**src/hw/rtl/ess_pkg.sv**
```systemverilog
// Shared types, constants and field positions of the emitter slot scheduler.
`timescale 1ns / 1ps

package ess_pkg;

   // Defaults of the top-level sizing parameters.
   localparam int SLOT_COUNT_DEFAULT    = 64;
   localparam int PATTERN_DEPTH_DEFAULT = 256;

   // Request tdata layout, lowest bit first; the opcode travels in tuser.
   localparam int REQ_DATA_W   = 104;
   localparam int REQ_USER_W   = 2;
   localparam int REQ_SLOT_LSB = 0;
   localparam int REQ_PIDX_LSB = 6;
   localparam int REQ_OFFV_LSB = 14;
   localparam int REQ_LIFE_LSB = 30;
   localparam int REQ_CYC_LSB  = 46;
   localparam int REQ_TIME_LSB = 62;
   localparam int REQ_SLID_LSB = 82;

   // Response tdata layout, lowest bit first.
   localparam int RSP_DATA_W = 64;

   // Configuration port.
   localparam int CSR_INDEX_W = 2;
   localparam int CSR_DATA_W  = 16;

   // Stored per-slot record: loop count, start frame, end frame.
   localparam int REC_W = 50;

   // Shared iterative divider.
   localparam int DIV_DVD_W = 33;
   localparam int DIV_CNT_W = 6;

   typedef logic [1:0] opcode_type;
   localparam opcode_type OP_WRITE_OFFSET  = 2'd0;
   localparam opcode_type OP_WRITE_PATTERN = 2'd1;
   localparam opcode_type OP_QUERY         = 2'd2;

   typedef logic [CSR_INDEX_W-1:0] csr_index_type;
   localparam csr_index_type CSR_PATTERN_COUNT = 2'd0;
   localparam csr_index_type CSR_EMITTER_LIFE  = 2'd1;
   localparam csr_index_type CSR_ENDLESS       = 2'd2;
   localparam csr_index_type CSR_SLIDE_STEP    = 2'd3;

   // Commands from the controller to the datapath.
   typedef struct packed {
      logic accept;
      logic clear_wr;
      logic mul;
      logic mod_start;
      logic pat_rd;
      logic div1_start;
      logic div1_take;
      logic cut_mark;
      logic div2_start;
      logic div2_take;
      logic out_load;
   } ess_cmd_type;

   // Status from the datapath to the controller.
   typedef struct packed {
      logic req_query;
      logic div_busy;
      logic cyc_zero;
      logic cut_needed;
      logic out_free;
      logic clear_last;
   } ess_status_type;

endpackage

```
**src/hw/rtl/ess_ctrl.sv**
```systemverilog
// Controller state machine that sequences one item at a time through the datapath.
`timescale 1ns / 1ps

module ess_ctrl
   import ess_pkg::*;
(
   input  logic           clock,
   input  logic           reset,
   input  logic           req_tvalid,
   output logic           req_tready,
   output ess_cmd_type    cmd,
   input  ess_status_type status
);

   typedef enum logic [10:0] {
      ST_CLEAR     = 11'b000_0000_0001,
      ST_IDLE      = 11'b000_0000_0010,
      ST_MUL       = 11'b000_0000_0100,
      ST_MOD_GO    = 11'b000_0000_1000,
      ST_MOD_WAIT  = 11'b000_0001_0000,
      ST_DIV1_GO   = 11'b000_0010_0000,
      ST_DIV1_WAIT = 11'b000_0100_0000,
      ST_CUT       = 11'b000_1000_0000,
      ST_DIV2_GO   = 11'b001_0000_0000,
      ST_DIV2_WAIT = 11'b010_0000_0000,
      ST_OUT       = 11'b100_0000_0000
   } state_type;

   state_type state_ff, state_in;

   always_comb begin
      state_in   = state_ff;
      cmd        = '0;
      req_tready = 1'b0;
      case (state_ff)
         ST_CLEAR: begin
            cmd.clear_wr = 1'b1;
            if (status.clear_last) begin
               state_in = ST_IDLE;
            end
         end
         ST_IDLE: begin
            req_tready = 1'b1;
            if (req_tvalid) begin
               cmd.accept = 1'b1;
               if (status.req_query) begin
                  state_in = ST_MUL;
               end
            end
         end
         ST_MUL: begin
            cmd.mul  = 1'b1;
            state_in = ST_MOD_GO;
         end
         ST_MOD_GO: begin
            cmd.mod_start = 1'b1;
            state_in      = ST_MOD_WAIT;
         end
         ST_MOD_WAIT: begin
            if (!status.div_busy) begin
               cmd.pat_rd = 1'b1;
               state_in   = ST_DIV1_GO;
            end
         end
         ST_DIV1_GO: begin
            if (status.cyc_zero) begin
               state_in = ST_OUT;
            end else begin
               cmd.div1_start = 1'b1;
               state_in       = ST_DIV1_WAIT;
            end
         end
         ST_DIV1_WAIT: begin
            if (!status.div_busy) begin
               cmd.div1_take = 1'b1;
               state_in      = ST_CUT;
            end
         end
         ST_CUT: begin
            if (status.cut_needed) begin
               cmd.cut_mark = 1'b1;
               state_in     = ST_DIV2_GO;
            end else begin
               state_in = ST_OUT;
            end
         end
         ST_DIV2_GO: begin
            cmd.div2_start = 1'b1;
            state_in       = ST_DIV2_WAIT;
         end
         ST_DIV2_WAIT: begin
            if (!status.div_busy) begin
               cmd.div2_take = 1'b1;
               state_in      = ST_OUT;
            end
         end
         ST_OUT: begin
            if (status.out_free) begin
               cmd.out_load = 1'b1;
               state_in     = ST_IDLE;
            end
         end
         default: begin
            state_in = ST_IDLE;
         end
      endcase
   end

   always_ff @(posedge clock) begin
      if (reset) begin
         state_ff <= ST_CLEAR;
      end else begin
         state_ff <= state_in;
      end
   end

endmodule

```
**config.mk**
```make
export PLATFORM = sky130hd
export DESIGN_NAME = ess_ctrl
export DESIGN_NICKNAME = d
export VERILOG_FILES = /design/src/hw/rtl/ess_pkg.sv /design/src/hw/rtl/ess_ctrl.sv
export SDC_FILE = /design/constraint.sdc
export NUM_CORES = 1
export LEC_CHECK = 0
export BUFFER_PORTS_ARGS = -buffer_cell sky130_fd_sc_hd__buf_4
export CAP_MARGIN = 20
export CORE_MARGIN = 8
export CORE_UTILIZATION = 46
export CTS_CLUSTER_DIAMETER = 200
export DETAILED_ROUTE_END_ITERATION = 8
export PLACE_DENSITY = 0.77
export SKIP_CTS_REPAIR_TIMING = 1
export SYNTH_ARGS = -nofsm -noshare
export SYNTH_HDL_FRONTEND = slang
export SYNTH_SLANG_ARGS = --single-unit
```
**constraint.sdc**
```tcl
create_clock -name clock -period 1.8 [get_ports clock]
set_clock_uncertainty 0.1 [all_clocks]
set_input_delay 0.36 -clock clock [delete_from_list [all_inputs] [get_ports clock]]
set_output_delay 0.36 -clock clock [all_outputs]
set_load 0.005 [all_outputs]
```
[Word level (Yosys, flattened, before mapping)]
Index checks and enable logic that the tools add are counted.
Cells by class
  eq/ne operators: 18
  multiplexer cells: 27
  reduce and logical (&&, ||, !) cells: 1
Operators with widths (count)
  $pmux 11 s11: 1
  $mux 11: 9
  $mux 1: 17
  $ne 2x2->1 const B: 7
  $eq 11x1->1 const B: 1
  $eq 11x10->1 const B: 1
  $eq 11x11->1 const B: 1
  $eq 11x2->1 const B: 1
  $eq 11x3->1 const B: 1
  $eq 11x4->1 const B: 1
  $eq 11x5->1 const B: 1
  $eq 11x6->1 const B: 1
  $eq 11x7->1 const B: 1
  $eq 11x8->1 const B: 1
  $eq 11x9->1 const B: 1
  $reduce_and 7->1: 1
Storage, ports and cells
  register bits after elaboration: 11
  input port bits: 9
  output and inout port bits: 12
  word-level logic and storage cells: 47

[Depth between registers and ports, before layout]
  word-level depth: 3
  depth in mapped cells: 6
  depth with buffers taken out: 5

[Least setup slack after synthesis]
OpenSTA, ideal clock, no wires.
  path type: reg2out
  start point: register state_ff[1]
  end point: output port cmd[5] in the netlist's numbering
  data arrival time: 1481 ps
  data required time: 1340 ps
  path slack: -141 ps
  stages on the path, launching flop included: 5
  cells stage by stage: dfxtp_1 > buf_6 > or4_4 > nor4_4 > and4bb_2
RTL lines
  start, declared: line ess_ctrl.sv:29  | state_type state_ff, state_in;
  start signal, assigned: line ess_ctrl.sv:113  | state_ff <= state_in;
  end, declared: line ess_ctrl.sv:11  | output ess_cmd_type cmd,

==> run metrics <==
setup violators final=20; number of CTS-inserted buffers=3; top flop regs=state_ff (11); GR Overflow Total=0; WL final=3.44 mm; Routed WL per cell=about 19 um; share of layout cells above drive strength 1=61.3%; delay-heaviest family, CP=simple AND/OR/NAND/NOR gates; vias in the first global route=965; Sw Ratio=between 30% and 40%; Critical-path top delay cell=or4_4; FP Rows=15; Via density=5.68; WS Path Type=reg -> out; FF+latch count, synth=11; H-tree depth reported by CTS=1; clock share of power=about a quarter; class of the worst hold path=in -> reg; Via Count=1,050; Area after DPL=between 1000 and 1500 um2; Longest Clk Path Bufs=2; fin crit period=~2.3 ns; Synth Instances=between 90 and 100; routability cong.=around 0.86; P per Cell Area=around 490 nW/um2; Startpoint Class=register; Hold EP=state_ff[10]$_SDFFE_PP0P_; register area=230 um2; Mapped Area=approximately 840 um2; Distinct cells, synth=between 40 and 50; maximum clock rate=roughly 430 MHz; Tot Pwr=between 0.7 and 0.8 mW; Die Y=between 50 and 60 um; EDFF count, synth=0; Yosys top cell by area=dfxtp_1; final hold slack=between 0.2 and 0.25 ns; Max Slew Vio Count=0; final hold violations=0; Initial Util=~49%; hpwl dp=2.12 mm; Reg with most FFs=state_ff; slew at the pin with the worst max-slew slack=between 0.4 and 0.5 ns; Seq/Total Area, Yosys=26.2%; Leakage=between 0.7 and 0.8 nW; Post-synth top cells=11 x dfxtp_1, 9 x nor2_1, 8 x o21ai_0; failing checks=negative setup slack; count leader, synth=dfxtp_1; Buf+Inv Stages, Crit Path=1; Final nets=170; r2r setup slk=-0.26 ns; RSZ-0062 raised after global routing=true; Syn-to-layout area delta=74.7%; crit path cell chain=or4_4 > nor4_4 > nand3b_1 > nor2_1 > buf_4; worst r2r src=state_ff[0]$_SDFFE_PP1P_; Ant. Diodes=0; power share of the sequential group=between 30% and 40%; Die W=58.7 um; first-pass GRT wire length=4.29 mm; Largest register FFs=11; status=complete, but fails checks; Pint=between 0.4 and 0.5 mW; MaxCap Viol Count=0; Worst VDD drop=roughly 0.54 mV; CTS tree=built; Critical Path AT=1.85 ns; post-route cell area=approximately 1500 um2; Synth warnings=0; total track usage=between 10% and 20%; Hold Startpoint=reset; 1st-iter DRT viols=39; CP endpoint kind=output pin; number of port buffers=20; DRC=0; CTS root buf=clkbuf_4; R2R cell count=7; Async SR Flop Fraction=0%; CP peak stage delay=0.55 ns; area taken by multi-input logic gates=approximately 660 um2; drt first pass iters=4; initial antenna violation count=0; R2R Path End=state_ff[10]$_SDFFE_PP0P_; layout filler cell count=approximately 90; Setup WS post-layout=-0.515 ns; top cell type's share of synthesized area=approximately a quarter; Max Fanout on Critical Path=3; DRT antenna net count=0; Placement Setup Slack=-0.187 ns; logic gate share of total power=around 38%; WP data required=between 1 and 1.5 ns; Hold Path Depth=2; post-synth net total=about 110; clk slew on worst S/H paths=roughly 0.07 ns; Avg Cell Area, Syn=about 8.5 um2; period utilization=129%; IO Count=21; floorplan die area=around 3400 um2; synth top area cells=dfxtp_1 26%, nor4_4 7.6%, nor3b_1 5.4%; CTS sink cnt=11; largest net degree at the start of global routing=13; Psw=between 0.2 and 0.25 mW; Most used DFF post-synth=dfxtp_1; headroom to the max-slew limit=between 60 and 70%; Placeable Area=~1700 um2; latest clock arrival within the worst-skew pair=roughly 0.29 ns
-- metrics by stage --
stage	std cells	TNS [ns]	utilization, %
after floorplan	99	-0.272	-
after global placement	167	-1.24	69.7
after detailed placement	167	-2.00	69.7
after CTS	171	-5.92	71.3
after global routing	185	-7.43	84.9
final	185	-6.25	84.9
-- area by class of cell --
type,instances,area share [%]
sequential,11,15.7
clock buffer,3,1.54
inverter,4,1.02
clock inverter,1,0.341
tap,25,2.13
timing repair buffer,63,34.0
multi-input combinational,78,45.2
-- worst register-to-register path, delay by kind of cell (launching register included) --
| kind | cells | cell delay [ns] |
|---|---|---|
| compound gates | 2 | 0.22 |
| buf+inv | 3 | 0.51 |
| flops | 1 | 0.33 |
| simple gates | 2 | 0.80 |
-- worst max path at each step --
stage	from	endpoint	slack, ns	cells after the start
3_5_place_dp	state_ff[0]$_SDFFE_PP1P_	cmd[5]	-0.19	4
3_3_place_gp	state_ff[0]$_SDFFE_PP1P_	cmd[5]	-0.16	4
6_report	state_ff[0]$_SDFFE_PP1P_	cmd[4]	-0.51	5
5_1_grt	state_ff[0]$_SDFFE_PP1P_	cmd[4]	-0.57	5
2_1_floorplan	state_ff[0]$_SDFFE_PP1P_	cmd[5]	-0.08	3
4_1_cts	state_ff[0]$_SDFFE_PP1P_	cmd[5]	-0.50	4
-- placed cells by master, fill, tap and decap left out, drive strengths merged, types with 4 or more instances in the layout --
master	netlist	final
nor4	5	5
dfxtp	11	11
buf	4	63
inv	4	4
nor2	9	9
nor3b	6	6
o21ai	8	8
nor3	5	5
-- cell families (layout without fill, tap and decap cells) --
family | Yosys count | after routing | share of synthesized area, %
compound gates | 20 | 20 | 15.9
mux | 2 | 2 | 2.38
simple gates | 52 | 52 | 44.6
buf+inv | 10 | 71 | 6.70
flops | 11 | 11 | 26.2
xor+xnor | 4 | 4 | 4.17
-- power by group through the flow --
stage	Sequential (mW)	Clock, mW	Combinational, mW
global route	0.263	0.197	0.288
finish	0.263	0.185	0.272
global placement	0.265	0	0.198
detailed placement	0.266	0	0.207
CTS	0.261	0.180	0.209
floorplan	0.266	0	0.113
-- routing by layer --
layer | up-vias | GRT usage, % | share of wire [%]
met1 | 501 | 16.8 | 38
met3 | 16 | 6.52 | 7.9
met5 | - | 0 | 0
li1 | 488 | - | -
met2 | 45 | 27.4 | 50
met4 | 0 | 5.80 | 3.9
Power figures use the tool's default switching activity.
